**src/hdl/lpa_pkg.sv**
```systemverilog
`default_nettype none
package lpa_pkg;

  // Field and datapath widths
  localparam int unsigned SF_W      = 4;
  localparam int unsigned BW_W      = 20;
  localparam int unsigned CR_W      = 4;
  localparam int unsigned PRE_W     = 16;
  localparam int unsigned LEN_W     = 8;
  localparam int unsigned AIR_W     = 36;
  localparam int unsigned SYM_W     = 32;
  localparam int unsigned QUART_W   = 19;
  localparam int unsigned RECIP_W   = 20;
  localparam int unsigned RECIP_SH  = 20;
  localparam int unsigned OFF_W     = 8;
  localparam int unsigned IDX_W     = 3;
  localparam int unsigned DATA_W    = 20;
  localparam int unsigned DIV_STEPS = 32;

  // Register indexes on the configuration channel
  localparam logic [IDX_W-1:0] REG_SPREAD   = 3'd0;
  localparam logic [IDX_W-1:0] REG_BW       = 3'd1;
  localparam logic [IDX_W-1:0] REG_CODING   = 3'd2;
  localparam logic [IDX_W-1:0] REG_PREAMBLE = 3'd3;
  localparam logic [IDX_W-1:0] REG_IMPLICIT = 3'd4;
  localparam logic [IDX_W-1:0] REG_CRC      = 3'd5;

  // Reset values of the registers
  localparam logic [SF_W-1:0]  RST_SF       = 4'd7;
  localparam logic [BW_W-1:0]  RST_BW       = 20'd125000;
  localparam logic [CR_W-1:0]  RST_CR       = 4'd5;
  localparam logic [PRE_W-1:0] RST_PRE      = 16'd8;

  // Symbol count coefficients, symbol time scale and low rate threshold
  localparam logic [4:0]       C1_SF_LOW    = 5'd25;
  localparam logic [4:0]       C1_SF_HIGH   = 5'd17;
  localparam logic [OFF_W-1:0] C2_SF_HIGH   = 8'd8;
  localparam logic [OFF_W-1:0] CRC_BITS     = 8'd16;
  localparam logic [OFF_W-1:0] HDR_BITS     = 8'd20;
  localparam logic [QUART_W-1:0] PRE_EXTRA  = 19'd8;
  localparam logic [19:0]      USEC_PER_SEC = 20'd1000000;
  localparam logic [9:0]       LDRO_MS      = 10'd1000;

  typedef enum logic [1:0] {
    CAL_LOAD,
    CAL_DIV,
    CAL_DONE
  } cal_state_t;

  // Settings-derived values handed to the item pipeline
  typedef struct packed {
    logic [SYM_W-1:0]   sym_us;
    logic [RECIP_W-1:0] recip;
    logic [3:0]         k_m1;
    logic [OFF_W-1:0]   bit_off;
    logic [QUART_W-1:0] base_q;
    logic [CR_W-1:0]    coding;
    logic               ldro;
    logic               valid;
  } cal_t;

  // ceil(2^20 / k) for the quarter divisor k = 3..12
  function automatic logic [RECIP_W-1:0] recip_of(input logic [3:0] k);
    unique case (k)
      4'd3:    recip_of = 20'd349526;
      4'd4:    recip_of = 20'd262144;
      4'd5:    recip_of = 20'd209716;
      4'd6:    recip_of = 20'd174763;
      4'd7:    recip_of = 20'd149797;
      4'd8:    recip_of = 20'd131072;
      4'd9:    recip_of = 20'd116509;
      4'd10:   recip_of = 20'd104858;
      4'd11:   recip_of = 20'd95326;
      4'd12:   recip_of = 20'd87382;
      default: recip_of = 20'd0;
    endcase
  endfunction

endpackage
`default_nettype wire

```
**src/hdl/lpa_cfg.sv**
```systemverilog
`default_nettype none
module lpa_cfg (
  input  wire logic                        clk,
  input  wire logic                        rst,
  input  wire logic                        cfg_valid,
  output logic                             cfg_ready,
  input  wire logic [lpa_pkg::IDX_W-1:0]   cfg_index,
  input  wire logic [lpa_pkg::DATA_W-1:0]  cfg_data,
  output logic                             busy,
  output lpa_pkg::cal_t                    cal
);
  import lpa_pkg::*;

  logic [SF_W-1:0]  sf;
  logic [BW_W-1:0]  bw;
  logic [CR_W-1:0]  cr;
  logic [PRE_W-1:0] pre;
  logic             implicit_hdr;
  logic             crc;
  logic             wr;

  cal_state_t state, state_next;
  logic       div_load, div_step;

  logic [BW_W-1:0]  rem, rem_next;
  logic [SYM_W-1:0] quo;
  logic [4:0]       cnt;
  logic [BW_W:0]    trial;
  logic             ge;
  logic [SYM_W-1:0] dividend;

  logic               sf_ok, ldro, low_sf;
  logic [SF_W-1:0]    k;
  logic [31:0]        ldro_lhs, ldro_rhs;
  logic               ldro_r, base_ok_r;
  logic [3:0]         k_m1_r;
  logic [RECIP_W-1:0] recip_r;
  logic [OFF_W-1:0]   off_r, off_next;
  logic [QUART_W-1:0] base_r, base_next;

  assign cfg_ready = 1'b1;
  assign wr        = cfg_valid & cfg_ready;

  // Hold the programmed settings
  always_ff @(posedge clk) begin
    if (rst) begin
      sf           <= RST_SF;
      bw           <= RST_BW;
      cr           <= RST_CR;
      pre          <= RST_PRE;
      implicit_hdr <= 1'b0;
      crc          <= 1'b1;
    end else if (wr) begin
      unique case (cfg_index)
        REG_SPREAD:   sf           <= cfg_data[SF_W-1:0];
        REG_BW:       bw           <= cfg_data[BW_W-1:0];
        REG_CODING:   cr           <= cfg_data[CR_W-1:0];
        REG_PREAMBLE: pre          <= cfg_data[PRE_W-1:0];
        REG_IMPLICIT: implicit_hdr <= cfg_data[0];
        REG_CRC:      crc          <= cfg_data[0];
        default: begin
        end
      endcase
    end
  end

  // Sequence the symbol time division after reset and after every write
  always_ff @(posedge clk) begin
    if (rst) begin
      state <= CAL_LOAD;
    end else begin
      state <= state_next;
    end
  end

  always_comb begin
    state_next = state;
    if (wr) begin
      state_next = CAL_LOAD;
    end else begin
      unique case (state)
        CAL_LOAD: state_next = CAL_DIV;
        CAL_DIV:  state_next = (cnt == 5'(DIV_STEPS - 1)) ? CAL_DONE : CAL_DIV;
        CAL_DONE: state_next = CAL_DONE;
        default:  state_next = CAL_LOAD;
      endcase
    end
  end

  always_comb begin
    busy     = 1'b1;
    div_load = 1'b0;
    div_step = 1'b0;
    unique case (state)
      CAL_LOAD: div_load = 1'b1;
      CAL_DIV:  div_step = 1'b1;
      CAL_DONE: busy     = 1'b0;
      default:  busy     = 1'b1;
    endcase
  end

  // Restoring divide of 1e6 * 2^sf by the bandwidth, one quotient bit a cycle
  assign dividend = {12'd0, USEC_PER_SEC} << sf;
  assign trial    = {rem, quo[SYM_W-1]};
  assign ge       = (trial >= {1'b0, bw});
  assign rem_next = ge ? BW_W'(trial - {1'b0, bw}) : trial[BW_W-1:0];

  always_ff @(posedge clk) begin
    if (div_load) begin
      rem <= '0;
      quo <= dividend;
      cnt <= '0;
    end else if (div_step) begin
      rem <= rem_next;
      quo <= {quo[SYM_W-2:0], ge};
      cnt <= cnt + 5'd1;
    end
  end

  // Low data rate threshold and per-setting coefficients
  assign sf_ok    = (sf >= 4'd5) && (sf <= 4'd12);
  assign low_sf   = (sf == 4'd5) || (sf == 4'd6);
  assign ldro_lhs = {22'd0, LDRO_MS} << sf;
  assign ldro_rhs = {8'd0, bw, 4'd0};
  assign ldro     = sf_ok && (bw != '0) && (ldro_lhs >= ldro_rhs);
  assign k        = ldro ? (sf - 4'd2) : sf;

  assign off_next = (crc ? CRC_BITS : 8'd0) + (low_sf ? 8'd0 : C2_SF_HIGH)
                  + (implicit_hdr ? 8'd0 : HDR_BITS) - {2'b00, sf, 2'b00};
  assign base_next = {({1'b0, pre} + 17'(PRE_EXTRA)), 2'b00}
                   + QUART_W'(low_sf ? C1_SF_LOW : C1_SF_HIGH);

  always_ff @(posedge clk) begin
    ldro_r    <= ldro;
    base_ok_r <= sf_ok && (bw != '0) && (cr != '0);
    k_m1_r    <= k - 4'd1;
    recip_r   <= recip_of(k);
    off_r     <= off_next;
    base_r    <= base_next;
  end

  always_comb begin
    cal.sym_us  = quo;
    cal.recip   = recip_r;
    cal.k_m1    = k_m1_r;
    cal.bit_off = off_r;
    cal.base_q  = base_r;
    cal.coding  = cr;
    cal.ldro    = ldro_r;
    cal.valid   = base_ok_r && (quo != '0);
  end

endmodule
`default_nettype wire

```
**src/hdl/lpa_pipe.sv**
```systemverilog
`default_nettype none
module lpa_pipe (
  input  wire logic                       clk,
  input  wire logic                       rst,
  input  wire logic                       in_valid,
  input  wire logic [lpa_pkg::LEN_W-1:0]  payload_length,
  input  wire lpa_pkg::cal_t              cal,
  output logic                            done,
  output logic [lpa_pkg::AIR_W-1:0]       airtime_us,
  output logic                            low_rate_opt,
  output logic                            settings_valid
);
  import lpa_pkg::*;

  localparam int unsigned PROD2_W = 10 + RECIP_W;
  localparam int unsigned PROD4_W = SYM_W + QUART_W;

  logic v1, v2, v3, v4;

  logic [12:0]        bits_s;
  logic [11:0]        bits;
  logic [9:0]         quarter_bits;
  logic [9:0]         n1;
  logic [PROD2_W-1:0] prod2;
  logic [9:0]         coded2;
  logic [13:0]        cq;
  logic [QUART_W-1:0] q3;
  logic [PROD4_W-1:0] prod4;
  logic [PROD4_W-3:0] air;

  // Advance the valid bits; the receiver never stalls
  always_ff @(posedge clk) begin
    if (rst) begin
      v1   <= 1'b0;
      v2   <= 1'b0;
      v3   <= 1'b0;
      v4   <= 1'b0;
      done <= 1'b0;
    end else begin
      v1   <= in_valid;
      v2   <= v1;
      v3   <= v2;
      v4   <= v3;
      done <= v4;
    end
  end

  // Stage 1: payload bit count, clamp at zero, quarter it and bias for ceiling
  assign bits_s = {2'b00, payload_length, 3'b000} + {{5{cal.bit_off[OFF_W-1]}}, cal.bit_off};
  assign bits   = bits_s[12] ? 12'd0 : bits_s[11:0];
  assign quarter_bits = 10'((13'(bits) + 13'd3) >> 2);

  always_ff @(posedge clk) begin
    n1 <= quarter_bits + {6'd0, cal.k_m1};
  end

  // Stage 2: divide by k through the reciprocal
  assign prod2 = PROD2_W'(n1) * PROD2_W'(cal.recip);

  always_ff @(posedge clk) begin
    coded2 <= prod2[PROD2_W-1:RECIP_SH];
  end

  // Stage 3: quarter-symbol count
  assign cq = 14'(coded2) * 14'(cal.coding);

  always_ff @(posedge clk) begin
    q3 <= cal.base_q + QUART_W'({cq, 2'b00});
  end

  // Stage 4: symbol time times quarter symbols
  always_ff @(posedge clk) begin
    prod4 <= PROD4_W'(cal.sym_us) * PROD4_W'(q3);
  end

  // Stage 5: drop the quarter scaling, saturate, gate on valid settings
  assign air = prod4[PROD4_W-1:2];

  always_ff @(posedge clk) begin
    low_rate_opt   <= cal.ldro;
    settings_valid <= cal.valid;
    if (!cal.valid) begin
      airtime_us <= '0;
    end else if (air[PROD4_W-3:AIR_W] != '0) begin
      airtime_us <= '1;
    end else begin
      airtime_us <= air[AIR_W-1:0];
    end
  end

endmodule
`default_nettype wire

```
**src/hdl/lora_packet_airtime.sv**
```systemverilog
`default_nettype none
// LoRa packet time on air. Pulse start with a payload length while busy is low;
// the result (airtime_us, low_rate_opt, settings_valid) comes out of the pipeline
// registers and sits on the output ports for exactly one cycle, marked by done,
// and the receiver has no way to hold it off. A new length can be started every
// cycle while busy is low, so one result leaves per cycle through the five-stage
// datapath (bit count, reciprocal divide, quarter-symbol sum, symbol-time
// multiply, saturate). The symbol time is divided out once per setting by a
// one-bit-per-cycle divider: after reset and after every configuration write busy
// stays high while it runs. Configuration writes are always taken.
module lora_packet_airtime (
  input  wire logic                        clk,
  input  wire logic                        rst,
  input  wire logic                        start,
  output logic                             busy,
  input  wire logic [lpa_pkg::LEN_W-1:0]   payload_length,
  output logic                             done,
  output logic [lpa_pkg::AIR_W-1:0]        airtime_us,
  output logic                             low_rate_opt,
  output logic                             settings_valid,
  input  wire logic                        cfg_valid,
  output logic                             cfg_ready,
  input  wire logic [lpa_pkg::IDX_W-1:0]   cfg_index,
  input  wire logic [lpa_pkg::DATA_W-1:0]  cfg_data
);
  import lpa_pkg::*;

  cal_t cal;
  logic accept;

  assign accept = start & ~busy;

  // Settings registers and symbol time divider
  lpa_cfg u_cfg (
    .clk       (clk),
    .rst       (rst),
    .cfg_valid (cfg_valid),
    .cfg_ready (cfg_ready),
    .cfg_index (cfg_index),
    .cfg_data  (cfg_data),
    .busy      (busy),
    .cal       (cal)
  );

  // Per-packet datapath
  lpa_pipe u_pipe (
    .clk            (clk),
    .rst            (rst),
    .in_valid       (accept),
    .payload_length (payload_length),
    .cal            (cal),
    .done           (done),
    .airtime_us     (airtime_us),
    .low_rate_opt   (low_rate_opt),
    .settings_valid (settings_valid)
  );

endmodule
`default_nettype wire

```
**config.mk**
```make
export PLATFORM = sky130hd
export DESIGN_NAME = lora_packet_airtime
export DESIGN_NICKNAME = d
export VERILOG_FILES = /design/src/hdl/lpa_pkg.sv /design/src/hdl/lpa_cfg.sv /design/src/hdl/lpa_pipe.sv /design/src/hdl/lora_packet_airtime.sv
export SDC_FILE = /design/constraint.sdc
export NUM_CORES = 2
export LEC_CHECK = 0
export ABC_AREA = 0
export ABC_CLOCK_PERIOD_IN_PS = 8300
export BUFFER_PORTS_ARGS = -buffer_cell sky130_fd_sc_hd__buf_2
export CAP_MARGIN = 40
export CORE_MARGIN = 3
export CORE_UTILIZATION = 41
export DETAILED_ROUTE_END_ITERATION = 8
export SYNTH_ARGS = -nofsm -noshare
export SYNTH_HDL_FRONTEND = slang
export SYNTH_SLANG_ARGS = --single-unit
export TNS_END_PERCENT = 10
```
**constraint.sdc**
```tcl
create_clock -name clk -period 8.3 [get_ports clk]
set_input_delay 1.66 -clock clk [delete_from_list [all_inputs] [get_ports clk]]
set_output_delay 1.66 -clock clk [all_outputs]
set_load 0.02 [all_outputs]
```
==> flow_summary.yaml <==
clock_tree:
  clock_path_buffers: 3
  cts.repair.resized: 0
  tritoncts: "built"
  h-tree-depth: 2
  clock_latency_ns: 0.57
  cts_buffers: 34
  clkSlewWorstSetupHoldPaths_ns: 0.06
  cts_hold_buf: 0
  cts_root_buffer: "clkbuf_16"
  cts.sinks: 281
  post_cts_buffers: 0
power:
  swShare_pct: 52.00
  p_total_mw: 17.44
  power.share.combinational_pct: 78.9
  power.internal_mw: 8.372
  p_switching_mw: 9.069
  clock_power_share_pct: 8.6
  power_density_nw_per_um2: 433.3
  peakVddDrop_mv: 0.6368
  power.leakage_nw: 20.34
  p_seq_share_pct: 12.5
floorplanning:
  core_area_um2: 90560
  std_cell_rows: 110
  die_width_um: 309.0
  initial_core_util_pct: 41.56
  io_pins: 76
  die_h_um: 309.0
  die_area_um2: 95470
setup_path:
  critPathKind: "flop to flop"
  reg2reg_setup_slack_ns: 1.05
  endpoint_kind: "flop"
  path_max_fanout: 20
  worstPathRequired_ns: 8.79
  cpMaxStageDelayCell: "edfxtp_1"
  crit_buf_inv: 4
  worst_r2r_endpoint: "u_pipe.prod4[43]"
  arrival_ns: 7.73
  path_delay_family: "adder cells"
  path_common_cell: "fa_1"
  r2r-start: "u_cfg.quo[4]"
  cp_num_cells: 22
  max_stage_delay_ns: 0.76
  crit_path_end: "u_pipe.prod4[43]"
  rr_worst_depth: 22
  worstSetupStartpointType: "flop"
  cp-startpoint: "u_cfg.quo[4]"
  crit_chain: "and2_1, fa_1, fa_1, inv_1, fa_1, inv_1, fa_1, inv_1, fa_1, fa_1, inv_1, ha_1, and2_1, o21ai_0, a31oi_1, o2111ai_1, o2bb2ai_1, o21ai_0, a31o_2, a221o_1, a221oi_1, xnor2_1"
placement:
  dpl_cell_area_um2: 39120
  dp_hpwl_mm: 73.42
  portBuffers: 74
  routabilityCongestion: 0.8578
min_path:
  hp-start: "u_cfg.ldro_r"
  hold_path.class: "flop to flop"
final_layout:
  design_area_um2: 40250
  syn_to_final_growth_pct: 6.928
  fill_cells: 8972
  finalCoreUtilization_pct: 44.44
  finalNetCount: 5219
  drive_gt1_share_pct: 4.697
  multiInputGateArea_um2: 27640
  regArea_um2: 5949
logic_synthesis:
  yosys.area.top_type_share_pct: 33.72
  synthFlopType: "dfxtp_1"
  synth_area_leaders: "fa_1 (34%), dfxtp_1 (13%), ha_1 (11%), inv_1 (8.7%), and2_1 (6.2%)"
  ys_seq_area_share_pct: 15.80
  yosysMostFrequentCell: "inv_1"
  syn_area_um2: 37640
  yosysTopAreaCell: "fa_1"
  synth_cell_types: 74
  synthesis.nets: 5274
  ys_async_sr_fraction_pct: 0
  syn_area_per_cell_um2: 8.819
  ys_warn_count: 0
  synth_edf_count: 32
  synthTopCellsByCount: "inv_1 (869), fa_1 (634), nand2_1 (565)"
  synth_cells: 4268
  ys_ff_latch: 281
run:
  maxCapViolCount: 0
detailed_routing:
  dr.pass1.iters: 5
  ant_nets: 0
  drc: 0
  post_drt_wl_per_cell_um: 17.13
  viasPerCell: 5.014
  drt-total-wl_mm: 92.75
  drt_iter0_drc: 1630
  via_count: 27150
global_routing:
  grt_use_total_pct: 20.07
  grt_pass1_vias: 28212
  grt_start_max_net_pins: 38
  antenna_found_initial: 1
  grt_pass1_wl_mm: 152.4
  grt_overflow: 0
timing:
  period_share_pct: 87.30
  skew_ns: 0.02221
  hold_viol: 0
  period_minus_slack_ns: 7.246
  holdWs_ns: 0.3460
  rsz0062_at_grt: "no"
  slew_violations: 0
  fmax_mhz: 138.0
  worst_pin_slew_ns: 0.9708
  setup_tns_ns: 0
  finalSetupViolCount: 0
  slew_headroom_pct: 35.28
status:
  outcome: "completed"
## worst reg2reg max path, stage by stage (launching register included)
cell and delay [ns]:
edfxtp_1 0.76, and2_1 0.35, fa_1 0.46, fa_1 0.54
inv_1 0.05, fa_1 0.51, inv_1 0.05, fa_1 0.50
inv_1 0.05, fa_1 0.49, fa_1 0.56, inv_1 0.05
ha_1 0.34, and2_1 0.20, o21ai_0 0.17, a31oi_1 0.13
o2111ai_1 0.35, o2bb2ai_1 0.25, o21ai_0 0.23, a31o_2 0.30
a221o_1 0.33, a221oi_1 0.33, xnor2_1 0.16
## metrics by stage
step | setup slack [ns] | instances
6_report | 1.054 | 5415
5_1_grt | 0.6997 | 5413
4_1_cts | 1.031 | 5413
3_5_place_dp | 1.073 | 5353
3_3_place_gp | 1.217 | 5345
2_1_floorplan | 1.692 | 4268
## how the worst min path moves through the flow
stage / to / slack, ns / cells after the start
floorplan: u_pipe.low_rate_opt / 0.31 / 0
global placement: u_pipe.low_rate_opt / 0.32 / 0
detailed placement: u_pipe.low_rate_opt / 0.31 / 0
CTS: u_pipe.low_rate_opt / 0.34 / 0
global route: u_pipe.low_rate_opt / 0.35 / 0
finish: u_pipe.low_rate_opt / 0.35 / 0
## flip-flops by register name (all words and copies together) (netlist names), 17 cells and up
name               count
u_cfg.rem             20
u_cfg.bw              20
u_pipe.q3             17
u_cfg.base_r          17
u_cfg.recip_r         18
u_cfg.quo             32
u_pipe.prod4          49
u_pipe.airtime_us     36
## per-layer routing
layer / wire length (um) / part of all wire (%) / GRT usage [%]
met3: 6206 / 6.7 / 3.745
met2: 40510 / 44 / 31.37
met4: 1694 / 1.8 / 4.111
met1: 44350 / 48 / 29.16
met5: 0 / 0 / 0
## power by group through the flow
stage	combinational [mW]	clock (mW)	sequential [mW]
after floorplan	10.5	0	2.03
after global placement	13.7	0	2.21
after detailed placement	13.8	0	2.20
after CTS	13.9	1.55	2.17
after global routing	15.9	1.61	2.22
final	13.8	1.50	2.17
## cell type report
class                           count  area share (%)
Clock inverter                     17          0.3700
Antenna cell                        2         0.01244
Timing Repair Buffer              118           1.934
Sequential cell                   281           14.78
Multi-Input combinational cell   2906           68.68
Clock buffer                       43           2.428
Inverter                          872           8.133
Tap cell                         1176           3.656
## layout by cell type (no fill, tap or decap), drive strengths merged, types with 15 or more instances in the layout
| cell | n |
|---|---|
| buf | 118 |
| nand2b | 19 |
| inv | 875 |
| fa | 634 |
| nor4 | 19 |
| a21oi | 145 |
| nor3 | 18 |
| xnor2 | 93 |
| edfxtp | 32 |
| nor2 | 169 |
| clkbuf | 43 |
| nand4 | 28 |
| nor2b | 38 |
| a211o | 15 |
| nand2 | 565 |
| dfxtp | 249 |
| ha | 337 |
| nand3 | 48 |
| o21ai | 90 |
| and3 | 15 |
| and2 | 376 |
| a21o | 58 |
| o21bai | 18 |
| xor2 | 42 |
## kinds of logic after synthesis
group           synth area share, %
simple gates                  17.03
other cells                0.009963
mux                          0.2792
buf+inv                       10.83
compound gates                7.988
flops                         15.80
fa+ha+maj                     44.92
xor+xnor                      3.141
Note: power is estimated with default switching activity, not from simulation.
